**config.mk**
```make
export PLATFORM = sky130hd
export DESIGN_NAME = decimal_text_to_fixed_clamped
export DESIGN_NICKNAME = d
export VERILOG_FILES = /design/src/rtl/core/dtf_pkg.sv /design/src/rtl/core/dtf_front.sv /design/src/rtl/core/dtf_fifo.sv /design/src/rtl/core/dtf_back.sv /design/src/rtl/core/decimal_text_to_fixed_clamped.sv
export SDC_FILE = /design/constraint.sdc
export NUM_CORES = 1
export LEC_CHECK = 0
export ABC_AREA = 1
export BUFFER_PORTS_ARGS = -buffer_cell sky130_fd_sc_hd__buf_2
export CORE_ASPECT_RATIO = 0.6
export CORE_MARGIN = 5
export CORE_UTILIZATION = 45
export DETAILED_ROUTE_END_ITERATION = 10
export GPL_TIMING_DRIVEN = 0
export PLACE_DENSITY = 0.64
export REMOVE_ABC_BUFFERS = 1
export SLEW_MARGIN = 20
export SYNTH_ARGS = -nofsm -noshare
export SYNTH_HDL_FRONTEND = slang
export SYNTH_SLANG_ARGS = --single-unit
```
**constraint.sdc**
```tcl
create_clock -name clk_i -period 5.36 [get_ports clk_i]
set_clock_uncertainty 0.15 [all_clocks]
set_input_delay 0.536 -clock clk_i [delete_from_list [all_inputs] [get_ports clk_i]]
set_output_delay 0.536 -clock clk_i [all_outputs]
set_load 0.1 [all_outputs]
```
**src/rtl/core/dtf_pkg.sv**
```systemverilog
package dtf_pkg;

  localparam int FracDigits = 9;
  localparam int FracBits   = 28;

  localparam int ChW      = 8;
  localparam int IntW     = 8;
  localparam int DigitW   = 4;
  localparam int FracAccW = FracBits + 1;
  localparam int CntW     = $clog2(FracDigits + 1);
  localparam int ValueW   = 32;
  localparam int LimitW   = 31;
  localparam int StatusW  = 2;
  localparam int SumW     = (IntW + FracBits + 1 > ValueW + 1) ? IntW + FracBits + 1 : ValueW + 1;

  // round(2^FracBits / 10^k) as (2^(FracBits+1) / 10^k + 1) / 2
  localparam longint unsigned WeightNum = 64'd1 << (FracBits + 1);
  localparam logic [FracBits-1:0] FracWeight [2**CntW] = '{
    FracBits'(0),
    FracBits'((WeightNum / 64'd10 + 64'd1) / 64'd2),
    FracBits'((WeightNum / 64'd100 + 64'd1) / 64'd2),
    FracBits'((WeightNum / 64'd1000 + 64'd1) / 64'd2),
    FracBits'((WeightNum / 64'd10000 + 64'd1) / 64'd2),
    FracBits'((WeightNum / 64'd100000 + 64'd1) / 64'd2),
    FracBits'((WeightNum / 64'd1000000 + 64'd1) / 64'd2),
    FracBits'((WeightNum / 64'd10000000 + 64'd1) / 64'd2),
    FracBits'((WeightNum / 64'd100000000 + 64'd1) / 64'd2),
    FracBits'((WeightNum / 64'd1000000000 + 64'd1) / 64'd2),
    FracBits'(0), FracBits'(0), FracBits'(0), FracBits'(0), FracBits'(0), FracBits'(0)
  };

  typedef enum logic [2:0] {
    TkBlank,
    TkSign,
    TkDigit,
    TkPoint,
    TkNul,
    TkOther
  } tok_kind_e;

  typedef struct packed {
    tok_kind_e         kind;
    logic              neg;
    logic [DigitW-1:0] digit;
  } token_t;

  typedef enum logic [4:0] {
    PhBlank  = 5'b00001,
    PhSigned = 5'b00010,
    PhInt    = 5'b00100,
    PhFrac   = 5'b01000,
    PhErr    = 5'b10000
  } phase_e;

  typedef enum logic [StatusW-1:0] {
    StOk      = 2'd0,
    StNoDigit = 2'd1,
    StBadInt  = 2'd2,
    StBadFrac = 2'd3
  } status_e;

  typedef enum logic [0:0] {
    CfgClampLimit  = 1'b0,
    CfgClampEnable = 1'b1
  } cfg_idx_e;

  typedef struct packed {
    logic [LimitW-1:0] limit;
    logic              enable;
  } cfg_t;

endpackage

```
**src/rtl/core/dtf_front.sv**
```systemverilog
module dtf_front (
  input  logic                    clk_i,
  input  logic                    rst_ni,
  input  logic                    in_valid_i,
  output logic                    in_ready_o,
  input  logic [dtf_pkg::ChW-1:0] ch_i,
  output logic                    tok_valid_o,
  input  logic                    tok_ready_i,
  output dtf_pkg::token_t         tok_o
);
  import dtf_pkg::*;

  localparam logic [ChW-1:0] ChNul   = 8'h00;
  localparam logic [ChW-1:0] ChTab   = 8'h09;
  localparam logic [ChW-1:0] ChCr    = 8'h0D;
  localparam logic [ChW-1:0] ChSpace = 8'h20;
  localparam logic [ChW-1:0] ChPlus  = 8'h2B;
  localparam logic [ChW-1:0] ChMinus = 8'h2D;
  localparam logic [ChW-1:0] ChPoint = 8'h2E;
  localparam logic [ChW-1:0] ChZero  = 8'h30;
  localparam logic [ChW-1:0] ChNine  = 8'h39;

  logic   valid_q;
  token_t tok_q;
  token_t tok_d;
  logic   accept;

  assign in_ready_o  = !valid_q || tok_ready_i;
  assign accept      = in_valid_i && in_ready_o;
  assign tok_valid_o = valid_q;
  assign tok_o       = tok_q;

  always_comb begin
    tok_d.neg   = (ch_i == ChMinus);
    tok_d.digit = DigitW'(ch_i - ChZero);
    if (ch_i == ChNul) begin
      tok_d.kind = TkNul;
    end else if (ch_i == ChSpace || (ch_i inside {[ChTab:ChCr]})) begin
      tok_d.kind = TkBlank;
    end else if (ch_i == ChMinus || ch_i == ChPlus) begin
      tok_d.kind = TkSign;
    end else if (ch_i inside {[ChZero:ChNine]}) begin
      tok_d.kind = TkDigit;
    end else if (ch_i == ChPoint) begin
      tok_d.kind = TkPoint;
    end else begin
      tok_d.kind = TkOther;
    end
  end

  always_ff @(posedge clk_i or negedge rst_ni) begin
    if (!rst_ni) begin
      valid_q <= 1'b0;
    end else if (accept) begin
      valid_q <= 1'b1;
    end else if (tok_ready_i) begin
      valid_q <= 1'b0;
    end
  end

  always_ff @(posedge clk_i) begin
    if (accept) begin
      tok_q <= tok_d;
    end
  end

endmodule

```
**src/rtl/core/dtf_fifo.sv**
```systemverilog
module dtf_fifo (
  input  logic            clk_i,
  input  logic            rst_ni,
  input  logic            push_valid_i,
  output logic            push_ready_o,
  input  dtf_pkg::token_t push_tok_i,
  output logic            pop_valid_o,
  input  logic            pop_ready_i,
  output dtf_pkg::token_t pop_tok_o
);
  import dtf_pkg::*;

  token_t     slot_q [2];
  logic       wr_ptr_q;
  logic       rd_ptr_q;
  logic [1:0] count_q;
  logic       push;
  logic       pop;

  assign push_ready_o = (count_q != 2'd2);
  assign pop_valid_o  = (count_q != 2'd0);
  assign pop_tok_o    = slot_q[rd_ptr_q];
  assign push         = push_valid_i && push_ready_o;
  assign pop          = pop_valid_o && pop_ready_i;

  always_ff @(posedge clk_i or negedge rst_ni) begin
    if (!rst_ni) begin
      wr_ptr_q <= 1'b0;
      rd_ptr_q <= 1'b0;
      count_q  <= 2'd0;
    end else begin
      if (push) begin
        wr_ptr_q <= !wr_ptr_q;
      end
      if (pop) begin
        rd_ptr_q <= !rd_ptr_q;
      end
      if (push && !pop) begin
        count_q <= count_q + 2'd1;
      end else if (pop && !push) begin
        count_q <= count_q - 2'd1;
      end
    end
  end

  always_ff @(posedge clk_i) begin
    if (push) begin
      slot_q[wr_ptr_q] <= push_tok_i;
    end
  end

endmodule

```
**src/rtl/core/dtf_back.sv**
```systemverilog
module dtf_back (
  input  logic                        clk_i,
  input  logic                        rst_ni,
  input  dtf_pkg::cfg_t               cfg_i,
  input  logic                        tok_valid_i,
  output logic                        tok_ready_o,
  input  dtf_pkg::token_t             tok_i,
  output logic                        out_valid_o,
  input  logic                        out_ready_i,
  output logic [dtf_pkg::ValueW-1:0]  value_o,
  output logic [dtf_pkg::StatusW-1:0] status_o
);
  import dtf_pkg::*;

  // parse state
  phase_e              phase_q, phase_d;
  logic                neg_q, neg_d;
  logic [IntW-1:0]     int_q, int_d;
  logic [FracAccW-1:0] frac_q, frac_d;
  logic [CntW-1:0]     cnt_q, cnt_d;
  status_e             err_q, err_d;

  // stage 1: finished number
  logic                s1_valid_q;
  logic                s1_neg_q;
  logic [IntW-1:0]     s1_int_q;
  logic [FracAccW-1:0] s1_frac_q;
  status_e             s1_st_q, s1_st_d;

  // stage 2: saturated magnitude
  logic                s2_valid_q;
  logic                s2_neg_q;
  logic [ValueW-1:0]   s2_mag_q, s2_mag_d;
  status_e             s2_st_q;

  // output register
  logic                out_valid_q;
  logic [ValueW-1:0]   value_q, value_d;
  status_e             status_q;

  logic                out_free, s2_free, s1_free;
  logic                pop, emit;
  logic [IntW+3:0]     int_next;
  logic [SumW-1:0]     sum;
  logic [ValueW-1:0]   lim;
  logic [ValueW-1:0]   mag_clamped;

  assign out_free    = !out_valid_q || out_ready_i;
  assign s2_free     = !s2_valid_q || out_free;
  assign s1_free     = !s1_valid_q || s2_free;
  assign tok_ready_o = (tok_i.kind != TkNul) || s1_free;
  assign pop         = tok_valid_i && tok_ready_o;
  assign emit        = pop && (tok_i.kind == TkNul);

  assign int_next = ((IntW + 4)'(int_q) * (IntW + 4)'(10)) + (IntW + 4)'(tok_i.digit);

  always_comb begin
    phase_d = phase_q;
    neg_d   = neg_q;
    int_d   = int_q;
    frac_d  = frac_q;
    cnt_d   = cnt_q;
    err_d   = err_q;
    if (pop) begin
      if (tok_i.kind == TkNul) begin
        phase_d = PhBlank;
        neg_d   = 1'b0;
        int_d   = '0;
        frac_d  = '0;
        cnt_d   = '0;
        err_d   = StOk;
      end else begin
        case (phase_q)
          PhBlank: begin
            if (tok_i.kind == TkBlank) begin
              phase_d = PhBlank;
            end else if (tok_i.kind == TkSign) begin
              neg_d   = tok_i.neg;
              phase_d = PhSigned;
            end else if (tok_i.kind == TkDigit) begin
              int_d   = IntW'(tok_i.digit);
              phase_d = PhInt;
            end else begin
              err_d   = StNoDigit;
              phase_d = PhErr;
            end
          end
          PhSigned: begin
            if (tok_i.kind == TkDigit) begin
              int_d   = IntW'(tok_i.digit);
              phase_d = PhInt;
            end else begin
              err_d   = StNoDigit;
              phase_d = PhErr;
            end
          end
          PhInt: begin
            if (tok_i.kind == TkDigit) begin
              int_d = (int_next > (IntW + 4)'(2**IntW - 1)) ? '1 : int_next[IntW-1:0];
            end else if (tok_i.kind == TkPoint) begin
              phase_d = PhFrac;
            end else begin
              err_d   = StBadInt;
              phase_d = PhErr;
            end
          end
          PhFrac: begin
            if (tok_i.kind == TkDigit) begin
              if (cnt_q < CntW'(FracDigits)) begin
                cnt_d  = cnt_q + CntW'(1);
                frac_d = frac_q + FracAccW'(tok_i.digit * FracWeight[cnt_q + CntW'(1)]);
              end
            end else begin
              err_d   = StBadFrac;
              phase_d = PhErr;
            end
          end
          default: begin
            phase_d = phase_q;
          end
        endcase
      end
    end
  end

  always_comb begin
    case (phase_q)
      PhBlank, PhSigned: s1_st_d = StNoDigit;
      PhInt, PhFrac:     s1_st_d = StOk;
      default:           s1_st_d = err_q;
    endcase
  end

  // combine integer and fraction, saturate to the signed 32-bit range
  assign sum = (SumW'(s1_int_q) << FracBits) + SumW'(s1_frac_q);
  always_comb begin
    if (s1_neg_q) begin
      s2_mag_d = (sum > SumW'(33'h080000000)) ? 32'h80000000 : sum[ValueW-1:0];
    end else begin
      s2_mag_d = (sum > SumW'(33'h07FFFFFFF)) ? 32'h7FFFFFFF : sum[ValueW-1:0];
    end
  end

  // symmetric clamp acts on the magnitude, then apply the sign
  assign lim         = {1'b0, cfg_i.limit};
  assign mag_clamped = (cfg_i.enable && s2_mag_q > lim) ? lim : s2_mag_q;
  always_comb begin
    if (s2_st_q != StOk) begin
      value_d = '0;
    end else if (s2_neg_q) begin
      value_d = -mag_clamped;
    end else begin
      value_d = mag_clamped;
    end
  end

  always_ff @(posedge clk_i or negedge rst_ni) begin
    if (!rst_ni) begin
      phase_q     <= PhBlank;
      neg_q       <= 1'b0;
      int_q       <= '0;
      frac_q      <= '0;
      cnt_q       <= '0;
      err_q       <= StOk;
      s1_valid_q  <= 1'b0;
      s2_valid_q  <= 1'b0;
      out_valid_q <= 1'b0;
    end else begin
      phase_q <= phase_d;
      neg_q   <= neg_d;
      int_q   <= int_d;
      frac_q  <= frac_d;
      cnt_q   <= cnt_d;
      err_q   <= err_d;
      if (s1_free) begin
        s1_valid_q <= emit;
      end
      if (s2_free) begin
        s2_valid_q <= s1_valid_q;
      end
      if (out_free) begin
        out_valid_q <= s2_valid_q;
      end
    end
  end

  always_ff @(posedge clk_i) begin
    if (emit) begin
      s1_neg_q  <= neg_q;
      s1_int_q  <= int_q;
      s1_frac_q <= frac_q;
      s1_st_q   <= s1_st_d;
    end
    if (s2_free && s1_valid_q) begin
      s2_neg_q <= s1_neg_q;
      s2_mag_q <= s2_mag_d;
      s2_st_q  <= s1_st_q;
    end
    if (out_free && s2_valid_q) begin
      value_q  <= value_d;
      status_q <= s2_st_q;
    end
  end

  assign out_valid_o = out_valid_q;
  assign value_o     = value_q;
  assign status_o    = status_q;

  a_err_value_zero : assert property (@(posedge clk_i) disable iff (!rst_ni)
    out_valid_q && (status_q != StOk) |-> value_q == '0)
    else $error("failed parse delivered a nonzero value");

  a_frac_count : assert property (@(posedge clk_i) disable iff (!rst_ni)
    cnt_q <= CntW'(FracDigits))
    else $error("fraction digit count past limit");

  a_err_code : assert property (@(posedge clk_i) disable iff (!rst_ni)
    (phase_q == PhErr) |-> (err_q != StOk))
    else $error("error phase without an error code");

  a_nul_clears : assert property (@(posedge clk_i) disable iff (!rst_ni)
    emit |=> (phase_q == PhBlank) && (cnt_q == '0) && (frac_q == '0))
    else $error("parse state not cleared after terminator");

endmodule

```
**src/rtl/core/decimal_text_to_fixed_clamped.sv**
```systemverilog
// Decimal text to signed fixed point (Q3.28) converter.
//
// Input channel (in_valid_i / in_ready_o / ch_i): one text byte per transfer.
// Leading blanks, optional sign, integer digits, optional point and fraction
// digits; a zero byte terminates the number and produces exactly one result.
// Output channel (out_valid_o / out_ready_i / value_o, status_o): one transfer
// per terminator, status 0 ok, 1 no leading digit, 2 bad char after the
// integer part, 3 bad char after the fraction; value is 0 on any error.
// Config port (cfg_we_i / cfg_idx_i / cfg_wdata_i): index 0 clamp_limit,
// index 1 clamp_enable; write only while no number is in flight.
// Throughput: one byte per cycle, sustained, including terminators, while
// the receiver takes results; a result passes the front register, token
// queue, parse stage, saturate stage and clamp/output register.
// Reset: parser back at leading blanks, pipeline empty, clamp 2.0 enabled.
// Receiver stall: the output register holds; the saturate and parse stages
// take two more results, then the next terminator waits at the queue head and
// the queue and front register back up until in_ready_o drops.
module decimal_text_to_fixed_clamped (
  input  logic                        clk_i,
  input  logic                        rst_ni,
  input  logic                        in_valid_i,
  output logic                        in_ready_o,
  input  logic [dtf_pkg::ChW-1:0]     ch_i,
  output logic                        out_valid_o,
  input  logic                        out_ready_i,
  output logic [dtf_pkg::ValueW-1:0]  value_o,
  output logic [dtf_pkg::StatusW-1:0] status_o,
  input  logic                        cfg_we_i,
  input  logic                        cfg_idx_i,
  input  logic [dtf_pkg::LimitW-1:0]  cfg_wdata_i
);
  import dtf_pkg::*;

  localparam logic [LimitW-1:0] ClampLimitReset = 31'd536870912;  // 2.0

  cfg_t   cfg_q;
  token_t front_tok;
  logic   front_valid, front_ready;
  token_t queue_tok;
  logic   queue_valid, queue_ready;

  // configuration registers
  always_ff @(posedge clk_i or negedge rst_ni) begin
    if (!rst_ni) begin
      cfg_q.limit  <= ClampLimitReset;
      cfg_q.enable <= 1'b1;
    end else if (cfg_we_i) begin
      case (cfg_idx_e'(cfg_idx_i))
        CfgClampLimit:  cfg_q.limit  <= cfg_wdata_i;
        CfgClampEnable: cfg_q.enable <= cfg_wdata_i[0];
        default:        cfg_q        <= cfg_q;
      endcase
    end
  end

  // front: takes bytes and classifies them into tokens
  dtf_front u_front (
    .clk_i       (clk_i),
    .rst_ni      (rst_ni),
    .in_valid_i  (in_valid_i),
    .in_ready_o  (in_ready_o),
    .ch_i        (ch_i),
    .tok_valid_o (front_valid),
    .tok_ready_i (front_ready),
    .tok_o       (front_tok)
  );

  // decouples classification from parsing
  dtf_fifo u_fifo (
    .clk_i        (clk_i),
    .rst_ni       (rst_ni),
    .push_valid_i (front_valid),
    .push_ready_o (front_ready),
    .push_tok_i   (front_tok),
    .pop_valid_o  (queue_valid),
    .pop_ready_i  (queue_ready),
    .pop_tok_o    (queue_tok)
  );

  // back: parse state, accumulation, saturation and clamp
  dtf_back u_back (
    .clk_i       (clk_i),
    .rst_ni      (rst_ni),
    .cfg_i       (cfg_q),
    .tok_valid_i (queue_valid),
    .tok_ready_o (queue_ready),
    .tok_i       (queue_tok),
    .out_valid_o (out_valid_o),
    .out_ready_i (out_ready_i),
    .value_o     (value_o),
    .status_o    (status_o)
  );

endmodule
```
# --- Word-level counts from Yosys, hierarchy flattened ---
# Memory sizes are Yosys's and may differ from the RTL's.
# Index checks and enable logic that the tools add are counted.
classes:
  n_addsub: 8
  n_mul: 2
  n_lt_le_gt_ge: 10
  n_eq_ne: 21
  n_mux: 53
  n_bitwise: 2
  n_reduce_logical: 50
ops:
  columns: ["cell", "n"]
  rows:
  - ["two-way mux 32 bit", 5]
  - ["two-way mux 29 bit", 4]
  - ["two-way mux 28 bit", 2]
  - ["two-way mux 8 bit", 6]
  - ["adder 36 x 29 -> 37 bit", 1]
  - ["> comparator 37 x 31 -> 1 bit (second input constant)", 1]
  - ["> comparator 37 x 32 -> 1 bit (second input constant)", 1]
  - ["two-way mux 5 bit", 7]
  - ["== test 8 x 6 -> 1 bit (second input constant)", 4]
  - ["> comparator 32 x 31 -> 1 bit", 1]
  - ["negation 32 bit", 1]
  - ["adder 29 bit", 1]
  - ["multiplier 4 x 28 -> 29 bit", 1]
  - ["case mux 8 bit (3 select lines)", 1]
  - ["case mux 5 bit (4 select lines)", 1]
  - ["two-way mux 2 bit", 9]
  - ["nonzero test 2 bit", 9]
  - ["two-way mux 4 bit", 4]
  - ["!= test 3 x 2 -> 1 bit (second input constant)", 5]
  - ["adder 12 x 4 -> 12 bit", 1]
  - ["> comparator 12 x 8 -> 1 bit (second input constant)", 1]
  - ["two-way mux 3 bit", 4]
  - ["AND reduction 4 bit", 3]
  - ["logical AND 1 bit", 11]
  - ["38 further kinds", 62]
totals:
  reg_bits: 206
  ramBits: 16
  romBits: 448
  input_bits: 45
  out_inout_bits: 36
  elab_cells: 177
  n_memories: 2
mem_list:
  columns: ["name", "depth", "width", "rd", "rd_ports_with_merged_regs", "write_ports", "line_no", "text"]
  rows:
  - ["(no name shown)", 16, 28, 1, 0, 0, "dtf_back.sv:111", "frac_d = frac_q + FracAccW'(tok_i.digit * FracWeight[cnt_q + CntW'(1)]);"]
  - ["u_fifo.slot_q", 2, 8, 1, 0, 1, "dtf_fifo.sv:13", "token_t slot_q [2];"]

# --- Depth between registers and ports, before layout ---
# Gate-level depths: netlist of the first run.
logic_depth:
  depth_word: 11
  ltp_mapped: 29
  depth_no_buf: 29

# --- Hierarchy ---
# Synthesis of the first run repeated with hierarchy kept, for this count alone.
unflattened:
  hier_cells: 1882
  area_unflattened_um2: 15620.0
by_module_without_submodules:
  columns: ["module", "n_inst", "cells_each", "area_each_um2", "seq_area_each_um2"]
  rows:
  - ["dtf_back", 1, 1614, 13025.0, 4575.6]
  - ["decimal_text_to_fixed_clamped", 1, 141, 1301.2, 803.3]
  - ["dtf_fifo", 1, 70, 827.0, 580.6]
  - ["dtf_front", 1, 57, 466.7, 265.3]

# --- Worst setup path after synthesis of the first run ---
# Ideal clock, no wire load.
synth_timing:
  kind: "register to register"
  start: "register u_back.cnt_q[1]"
  end: "register u_back.frac_q[26]"
  setup_ps: 129
  t_arrival_ps: 5026
  t_required_ps: 5081
  setup_slack_ps: 55
  path_stages_with_launch: 25
  n_path_buf: 0
  synth_period_minus_slack_ps: 5305
  cell_sequence: "dfrtp_1 -> ha_1 -> inv_1 -> ha_1 -> o311ai_0 -> nor2_1 -> fa_1 -> fa_1 -> inv_1 -> fa_1 -> inv_1 -> ha_1 -> nand2_1 -> inv_1 -> nand3_1 -> o21ai_0 -> nand4_1 -> nand3_1 -> a21oi_1 -> o21ai_0 -> nand2_1 -> nand2_1 -> a21oi_1 -> o21ai_0 -> o21ai_0"
synth_via:
  elab_chain_len: 11
  word_cells_on_any_way: 14
  cone_classes: "2 x add/sub; 1 x mul; 1 x order compare; 6 x mux; 1 x bitwise; 2 x reduce/logical; 1 x memory"
synth_rtl:
  columns: ["element", "line_no", "text"]
  rows:
  - ["from (decl)", "dtf_back.sv:20", "logic [CntW-1:0] cnt_q, cnt_d;"]
  - ["from (signal assigned)", "dtf_back.sv:173", "cnt_q <= cnt_d;"]
  - ["adder 4 x 1 -> 4 bit", "dtf_back.sv:111", null]
  - ["inverter 4 -> 5 bit (implied by the code)", "dtf_back.sv:111", null]
  - ["memory (16 x 28 bit)", null, null]
  - ["two-way mux 28 bit (implied by the code) (2 in series)", "dtf_back.sv:111", null]
  - ["multiplier 4 x 28 -> 29 bit", "dtf_back.sv:111", null]
  - ["adder 29 bit", "dtf_back.sv:111", null]
  - ["two-way mux 29 bit", "dtf_back.sv:109", "if (cnt_q < CntW'(FracDigits)) begin"]
  - ["two-way mux 29 bit", "dtf_back.sv:108", "if (tok_i.kind == TkDigit) begin"]
  - ["two-way mux 29 bit", "dtf_back.sv:73", "case (phase_q)"]
  - ["two-way mux 29 bit", "dtf_back.sv:65", "if (tok_i.kind == TkNul) begin"]
  - ["to (signal assigned)", "dtf_back.sv:172", "frac_q <= frac_d;"]
  - ["to (decl)", "dtf_back.sv:19", "logic [FracAccW-1:0] frac_q, frac_d;"]
# Parallel ways exist; a longest one is shown, timed or not. The select of a mux whose other input is x is not followed.
# A chain may end at the register's enable or synchronous reset.

# --- Worst setup path after layout of the first run ---
layout_timing:
  start: "register u_back.cnt_q[1]"
  end: "register u_back.frac_q[25]"
# The elaborated chain is that of the path after synthesis.

==> results.json, run 1 <==
{
  "whs_endpoint": "cfg_q[0]",
  "hold_path_class": "in -> reg",
  "cts_root_buffer": "clkbuf_16",
  "clk_latency_ns": 0.54,
  "cts_tree": "built",
  "cts_buffers": 23,
  "drt-wirelength-per-cell_um": 16.3,
  "worst_pin_slew_ns": 1.07,
  "slew_headroom_pct": 28.9,
  "crit_fanout": 5,
  "core_sq_um": 33600,
  "diodes": 0,
  "async_reset_ff_share_pct": 40.1,
  "period_minus_slack_ns": 5.20,
  "port-buffer-count": 80,
  "grt_antenna_before_repair": 0,
  "synth-main-ff-cell": "edfxtp_1",
  "htreeDepth": 1,
  "ys.warnings.count": 0,
  "worstReg2RegEnd": "u_back.frac_q[25]",
  "status": "finished, final reports clean",
  "wl_mm": 38.8,
  "syn_avg_cell_area_sq_um": 8.49,
  "slew_viol_final": 0,
  "final_cell_count_no_fill": 2381,
  "final-setup-viol-count": 0,
  "grt_pass1_wl_mm": 61.6,
  "arrival_ns": 5.46,
  "ant_nets": 0,
  "die_w_um": 248,
  "dpl.hpwl_mm": 29.0,
  "grt_usage_pct": 20.1,
  "most-common-layout-cells": "inv_1, nand2_1, nor2_1, edfxtp_1, a21oi_1",
  "pin_count": 81,
  "synth_cell_type_count": 66,
  "drv_cap": 0,
  "first_pass_iters": 5,
  "path_class": "reg -> reg",
  "grt_pass1_vias": 11700,
  "ys_seq_elements": 222,
  "initialDrtViolationCount": 1136,
  "gp_congestion": 0.872,
  "syn_area_sq_um": 15300,
  "endpoint_kind": "flop",
  "die_area_sq_um": 37800,
  "synth_enable_flop_cells": 133,
  "finalHoldViolCount": 0,
  "hold_path_depth": 2,
  "synthToLayoutAreaGrowth_pct": 16.8,
  "drive_gt1_share_pct": 15.8,
  "r2r_setup_slack_ns": 0.16,
  "vias": 12400,
  "finalCritPeriodShare_pct": 96.9,
  "grt_max_degree": 63,
  "ys_seq_area_share_pct": 40.8,
  "rows": 52,
  "clk_path_buf_depth": 3,
  "routed_via_density": 5.19,
  "die_y_um": 153,
  "critPathLaunchType": "flop",
  "finalNetCount": 2120,
  "clock.fmax_mhz": 192,
  "clk_pin_slew_worst_paths_ns": 0.06,
  "tns_ns": 0,
  "start_util_pct": 45.5,
  "drcViolationCount": 0,
  "worst_hold_slack_ns": 0.0408,
  "reg2reg_from": "u_back.cnt_q[1]",
  "cp.required_ns": 5.62,
  "grt_overflow": 0,
  "syn_inst": 1797,
  "hold_start": "cfg_idx_i",
  "reg2reg_depth": 24,
  "mostFrequentLayoutCell": "inv_1",
  "cts.sinks": 222,
  "dp_cells": 2300
}
per-layer routing:
metal  track usage [%]  vias to the layer above  routed length, um  part of all wire (%)
met5                 0                        -                  0                     0
met4              2.88                        0                595                   1.5
met3              3.96                       42               2790                   7.2
met2              27.8                      365              15800                    41
met1              33.0                     5954              19600                    50
li1                  -                     6006                  -                     -
area by class of cell:
cell class	count	area, sq um
multi-input combinational	1177	8070
timing repair buffer	123	815
sequential	222	6230
fill	3138	15700
tap	459	574
clock buffer	32	639
inverter	359	1360
clock inverter	9	138
stage by stage:
| stage | cell area [sq um] | setup WS [ns] | util (%) |
|---|---|---|---|
| global route | 17800 | -0.0657 | 53.1 |
| detailed placement | 16200 | -1.32 | 48.1 |
| global placement | 16000 | -1.20 | 47.7 |
| floorplan | 15000 | 0.0469 | - |
| CTS | 17300 | 0.00781 | 51.4 |
| finish | 17800 | 0.164 | 53.1 |
cells by family after synthesis:
group / count (synthesis) / share of synthesized area [%]
AND/OR/NAND/NOR: 693 / 19.1
buffers and inverters: 398 / 10.3
AO/OA/AOI/OAI: 292 / 11.4
flip-flops: 222 / 40.8
adder cells (fa/ha/maj): 169 / 17.1
XOR/XNOR: 21 / 1.21
multiplexers: 2 / 0.139
synthesized netlist by cell type, types with 6 or more instances:
cell type	number	area (sq um)
inv_1	346	1300
nand2_1	333	1250
nor2_1	229	860
edfxtp_1	133	3990
ha_1	103	1290
a21oi_1	100	500
o21ai_0	95	475
dfrtp_1	86	2150
fa_1	66	1320
nand3_1	63	315
o22ai_1	20	125
clkbuf_1	19	71.3
o21ai_1	17	85.1
nor3_1	15	75.1
xor2_1	15	131
nand4_1	12	75.1
nor4_1	10	62.6
inv_2	9	33.8
buf_2	7	35.0
nand2_2	7	43.8
buf_4	6	45.0
xnor2_1	6	52.6
critical path, stage by stage, from the launching register on:
cell	delay, ns
dfrtp_2	0.43
buf_6	0.14
nand2_1	0.08
o21ai_2	0.18
nand2_4	0.11
buf_4	0.15
nand2_2	0.10
o221ai_4	0.12
or2_2	0.31
fa_1	0.57
fa_1	0.44
fa_1	0.51
inv_1	0.06
ha_4	0.29
nand2_1	0.09
o21ai_4	0.19
a31oi_4	0.14
o21bai_4	0.22
a21oi_4	0.10
o21bai_4	0.21
a21oi_4	0.09
o21ai_2	0.18
nand2_1	0.06
nand2_1	0.06
o21ai_1	0.06
how the worst max path moves through the flow:
stage / endpoint / startpoint / depth (start not counted) / slack (ns)
floorplan: u_back.frac_q[26] / u_back.cnt_q[1] / 24 / 0.05
global placement: u_back.frac_q[25] / u_fifo.rd_ptr_q / 19 / -1.20
detailed placement: u_back.frac_q[25] / u_fifo.rd_ptr_q / 19 / -1.32
CTS: u_back.frac_q[25] / u_back.cnt_q[0] / 24 / 0.008
global route: u_back.frac_q[26] / u_back.cnt_q[1] / 30 / -0.07
finish: u_back.frac_q[25] / u_back.cnt_q[1] / 24 / 0.16
state kept, by name (all words and copies together) (netlist names), 5 cells and up:
| name | flops |
|---|---|
| u_front.tok_o | 8 |
| u_back.s1_int_q | 8 |
| u_fifo.slot_q | 16 |
| u_back.s1_frac_q | 29 |
| u_back.frac_q | 29 |
| u_back.phase_q | 5 |
| u_back.value_o | 32 |
| u_back.int_q | 8 |
| u_back.s2_mag_q | 32 |
| cfg_q | 32 |
repair_timing:
action / 4_1_cts / 5_1_grt
pin swaps: 11 / 32
gates resized for setup: 62 / 76
hold buffers: 1 / 0
gates cloned: 0 / 1
setup buffers: 11 / 27
setup endpoints to repair: 23 / 17
endpoints found under the hold margin: 40 / 0
Power of run 1 is not shown: default switching activity piles up to over one toggle a cycle in this logic, so the estimate is an artifact.
==> run 2, diff against run 1 <==
- RECOVER_POWER: unset -> 50
==> run 2 against run 1 <==
  * The run now ends with max-capacitance violations, max-slew violations left
  * Die area stayed put
  * Core utilization is 0.23 points lower
  * First-iteration DRC count is 0.35% lower
  * Routed wire length is 0.24% lower
  * Hold slack worse by 0.0077 ns
  * Global-route usage stayed put
  * Flip-flop and latch count stayed put
  * Critical path depth stayed put
  * Maximum frequency hardly changed
  * Register-to-register slack hardly changed
  * Count of clock-buffer cells in the layout stayed put
  * Non-clock buffer count stayed put
==> results.json, run 2 (synthesis gave the netlist of run 1 again) <==
{
  "status": "complete, but fails checks",
  "failed_checks": "max-capacitance violations, max-slew violations",
  "first_pass_iters": 5,
  "cp.required_ns": 5.62,
  "cts_root_buffer": "clkbuf_16",
  "postPlaceCellArea_sq_um": 16200,
  "grt_max_degree": 63,
  "port-buffer-count": 80,
  "dpl.hpwl_mm": 29.0,
  "finalCritPeriodShare_pct": 97.0,
  "most-common-layout-cells": "inv_1, nand2_1, nor2_1, edfxtp_1, a21oi_1",
  "mostFrequentLayoutCell": "inv_1",
  "grt_pass1_vias": 11700,
  "vias": 12400,
  "clk_path_buf_depth": 3,
  "critPathLaunchType": "flop",
  "drive_gt1_share_pct": 15.2,
  "pin_count": 81,
  "endpoint_kind": "flop",
  "grt_usage_pct": 20.1,
  "gp_congestion": 0.872,
  "cts_tree": "built",
  "clk_pin_slew_worst_paths_ns": 0.06,
  "clk_latency_ns": 0.54,
  "diodes": 0,
  "final_cell_count_no_fill": 2381,
  "hold_path_class": "in -> reg",
  "grt_antenna_before_repair": 0,
  "die_area_sq_um": 37800,
  "grt_overflow": 0,
  "drt-wirelength-per-cell_um": 16.3,
  "htreeDepth": 1,
  "cts_buffers": 23,
  "die_y_um": 153,
  "n_fill_cell": 3152,
  "routed_via_density": 5.20,
  "ant_nets": 0,
  "path_class": "reg -> reg",
  "wl_mm": 38.7,
  "arrival_ns": 5.46,
  "fin_area_sq_um": 17700,
  "die_w_um": 248,
  "drcViolationCount": 0,
  "final-setup-viol-count": 0,
  "slew_headroom_pct": -84.6,
  "crit_fanout": 5,
  "grt_pass1_wl_mm": 61.6,
  "dp_cells": 2300,
  "period_minus_slack_ns": 5.20,
  "drv_cap": 2,
  "rows": 52,
  "cts.sinks": 222,
  "initialDrtViolationCount": 1132,
  "synthToLayoutAreaGrowth_pct": 16.3,
  "clock.fmax_mhz": 192,
  "start_util_pct": 45.5,
  "slew_viol_final": 107,
  "worst_pin_slew_ns": 2.77,
  "finalNetCount": 2120,
  "core_sq_um": 33600,
  "finalHoldViolCount": 0
}
==> run 2: path summary, 6_finish.rpt <==
path | from | cells after the start | slack (ns) | end
max reg2reg | u_back.cnt_q[1] | 24 | 0.16 | u_back.frac_q[25]
min reg2reg | u_back.s1_st_q[1] | 0 | 0.27 | u_back.s2_st_q[1]
max in group asynchronous | rst_ni | 3 | 1.35 | cfg_q[15]
min | cfg_we_i | 2 | 0.03 | cfg_q[0]
max | u_back.cnt_q[1] | 24 | 0.16 | u_back.frac_q[25]
min in group asynchronous | rst_ni | 2 | 1.28 | u_back.phase_q[3]
==> run 2: critical path, stage by stage (launching register included) <==
cell	delay (ns)
dfrtp_2	0.42
buf_6	0.14
nand2_1	0.08
o21ai_2	0.18
nand2_4	0.11
buf_4	0.15
nand2_2	0.10
o221ai_4	0.12
or2_2	0.31
fa_1	0.56
fa_1	0.44
fa_1	0.51
inv_1	0.06
ha_4	0.29
nand2_1	0.09
o21ai_4	0.18
a31oi_4	0.14
o21bai_4	0.22
a21oi_4	0.10
o21bai_4	0.22
a21oi_4	0.09
o21ai_2	0.18
nand2_1	0.06
nand2_1	0.06
o21ai_1	0.06
==> run 2: cell type report <==
| cell class | count | area (sq um) | area share, % |
|---|---|---|---|
| Clock inverter | 9 | 138 | 0.776 |
| Sequential cell | 222 | 6230 | 35.1 |
| Multi-Input combinational cell | 1177 | 8050 | 45.3 |
| Timing Repair Buffer | 123 | 754 | 4.25 |
| Inverter | 359 | 1360 | 7.68 |
| Clock buffer | 32 | 639 | 3.60 |
| Tap cell | 459 | 574 | 3.24 |
==> run 2: what timing repair did <==
| action | CTS | global route |
|---|---|---|
| cloned | 0 | 1 |
| pin swaps | 11 | 32 |
| buffers inserted | 11 | 27 |
| endpoints found under the hold margin | 40 | 0 |
| endpoints found under the setup margin | 23 | 17 |
| gates resized for setup | 62 | 76 |
| hold buffers | 1 | 0 |
==> run 2: per-stage QoR <==
step | setup slack, ns | hold slack [ns] | util [%] | TNS, ns
6_report | 0.161 | 0.0330 | 52.9 | 0
2_1_floorplan | 0.0469 | 0.0904 | - | 0
4_1_cts | 0.00781 | 0.0155 | 51.4 | 0
3_3_place_gp | -1.20 | 0.257 | 47.7 | -15.19
3_5_place_dp | -1.32 | 0.263 | 48.1 | -16.41
5_1_grt | -0.0657 | 0.0211 | 52.9 | -0.342
==> run 2: layer usage <==
metal | track usage [%] | routed length, um
met1 | 33.0 | 19500
met2 | 27.8 | 15800
met3 | 3.96 | 2830
met4 | 2.88 | 585
met5 | 0 | 0
Power of run 2 is left out for the same reason.
==> run 3, diff against run 2 <==
- HOLD_SLACK_MARGIN: unset -> 0.08
==> run 3 against run 2 <==
  * Flip-flop and latch count unchanged
  * Final area rose by 0.17%
  * Critical path depth is the same
  * Via count shrank 0.21%
  * Non-clock buffer count increased by 3
  * First-iteration DRC count is 6.0% lower
  * The run still ends with max-capacitance violations, max-slew violations left
  * Critical endpoint unchanged
  * Global-route usage about the same
  * Cell count rose by 0.13%
  * Register-to-register slack improved by 0.02 ns
  * Die area unchanged
  * Hold slack improved by 0.055 ns
==> results.json, run 3 (synthesis gave the netlist of run 1 again) <==
{
  "core_sq_um": 33600,
  "cts_tree": "built",
  "cts.sinks": 222,
  "grt_pass1_wl_mm": 61.7,
  "drt-wirelength-per-cell_um": 16.2,
  "mostFrequentLayoutCell": "inv_1",
  "synthToLayoutAreaGrowth_pct": 16.5,
  "cp_cell_sequence": "ha_4 -> inv_2 -> ha_4 -> inv_2 -> nand2_1 -> nand2_2 -> o221ai_4 -> or2_2 -> fa_1 -> fa_1 -> fa_1 -> inv_1 -> ha_4 -> nand2_1 -> o21ai_4 -> a31oi_4 -> o21bai_4 -> a21oi_4 -> o21bai_4 -> a21oi_4 -> o21ai_2 -> nand2_1 -> nand2_1 -> o21ai_1",
  "die_y_um": 153,
  "path_class": "reg -> reg",
  "endpoint_kind": "flop",
  "drcViolationCount": 0,
  "worst_hold_slack_ns": 0.0884,
  "diodes": 0,
  "slowest_delay_ns": 0.56,
  "slew_headroom_pct": -83.1,
  "ant_nets": 0,
  "cp.required_ns": 5.62,
  "period_minus_slack_ns": 5.18,
  "critPathSlowestCell": "fa_1",
  "pin_count": 81,
  "reg2reg_depth": 24,
  "initialDrtViolationCount": 1064,
  "cts_root_buffer": "clkbuf_16",
  "worst-path-stages": 24,
  "dpl.hpwl_mm": 29.0,
  "grt_usage_pct": 20.1,
  "port-buffer-count": 80,
  "htreeDepth": 1,
  "cts_buffers": 23,
  "clk_latency_ns": 0.54,
  "cpMostUsedCell": "nand2_1",
  "crit_fanout": 4,
  "final-setup-viol-count": 0,
  "arrival_ns": 5.44,
  "most-common-layout-cells": "inv_1, nand2_1, nor2_1, edfxtp_1, a21oi_1",
  "final_util_pct": 53.0,
  "die_area_sq_um": 37800,
  "grt_antenna_before_repair": 0,
  "hold_path_class": "in -> reg",
  "die_w_um": 248,
  "cp_num_buf_inv": 3,
  "clk_path_buf_depth": 3,
  "vias": 12300,
  "grt_max_degree": 63,
  "critPathLaunchType": "flop",
  "rows": 52,
  "hold_path_depth": 4,
  "crit_family": "adder cells",
  "first_pass_iters": 5,
  "finalNetCount": 2123,
  "clock.fmax_mhz": 193,
  "worst_pin_slew_ns": 2.75,
  "gp_congestion": 0.872,
  "routed_via_density": 5.18,
  "status": "complete, but fails checks",
  "failed_checks": "max-capacitance violations, max-slew violations",
  "drive_gt1_share_pct": 15.2,
  "clk_pin_slew_worst_paths_ns": 0.07,
  "finalHoldViolCount": 0,
  "start_util_pct": 45.5,
  "slew_viol_final": 107,
  "finalCritPeriodShare_pct": 96.6,
  "wl_mm": 38.7,
  "grt_overflow": 0,
  "drv_cap": 2,
  "grt_pass1_vias": 11700
}
-- run 3: changes by cell type in the layout (fill, tap and decap cells not counted) --
cell,before,now
dlygate4sd3_1,1,4
dfstp_2,2,3
dfstp_1,1,0
-- run 3: area by class of cell --
class | instances | area, sq um
inverters | 359 | 1360
multi-input cells | 1177 | 8050
clock inverters | 9 | 138
well taps | 459 | 574
flip-flops and latches | 222 | 6230
fillers | 3149 | 15800
clock buffers | 32 | 639
repair buffers | 126 | 785
-- run 3: worst reg2reg max path: stages (launching register included) --
cell and delay (ns):
dfrtp_2 0.45, ha_4 0.18, inv_2 0.07, ha_4 0.23, inv_2 0.10, nand2_1 0.07, nand2_2 0.10, o221ai_4 0.12
or2_2 0.31, fa_1 0.56, fa_1 0.44, fa_1 0.51, inv_1 0.06, ha_4 0.29, nand2_1 0.09, o21ai_4 0.19
a31oi_4 0.14, o21bai_4 0.22, a21oi_4 0.10, o21bai_4 0.21, a21oi_4 0.09, o21ai_2 0.18, nand2_1 0.07, nand2_1 0.05
o21ai_1 0.06
-- run 3: path summary, 6_finish.rpt --
path	from	endpoint	slack (ns)
worst max-delay path	u_back.cnt_q[1]	u_back.frac_q[25]	0.18
worst min-delay path	out_ready_i	u_back.out_valid_o	0.09
worst max register to register	u_back.cnt_q[1]	u_back.frac_q[25]	0.18
worst min register to register	u_back.s1_st_q[1]	u_back.s2_st_q[1]	0.27
max in group asynchronous	rst_ni	u_back.frac_q[14]	1.38
min in group asynchronous	rst_ni	u_back.phase_q[3]	1.27
-- run 3: through the flow --
stage / instance area (sq um) / setup slack (ns) / TNS (ns) / std cells
detailed placement: 16200 / -1.32 / -16.41 / 2300
global placement: 16000 / -1.20 / -15.19 / 2297
CTS: 17300 / 0.00781 / 0 / 2356
finish: 17800 / 0.180 / 0 / 2384
global route: 17800 / -0.0657 / -0.342 / 2384
floorplan: 15000 / 0.0469 / 0 / 1758
-- run 3: timing repair --
action / in CTS / in global routing
setup endpoints to repair: 23 / 17
hold buffers: 4 / 0
gates cloned: 0 / 1
setup buffers: 11 / 27
hold endpoints to repair: 42 / 0
pin swaps: 11 / 32
gates resized for setup: 62 / 76
-- run 3: per-layer routing --
metal | share of wire, % | GRT usage [%] | vias up
li1 | - | - | 6016
met1 | 50 | 33.0 | 5903
met2 | 41 | 27.9 | 388
met3 | 7.6 | 3.96 | 37
met4 | 1.5 | 2.88 | 0
met5 | 0 | 0 | -
Power of run 3 is left out for the same reason.
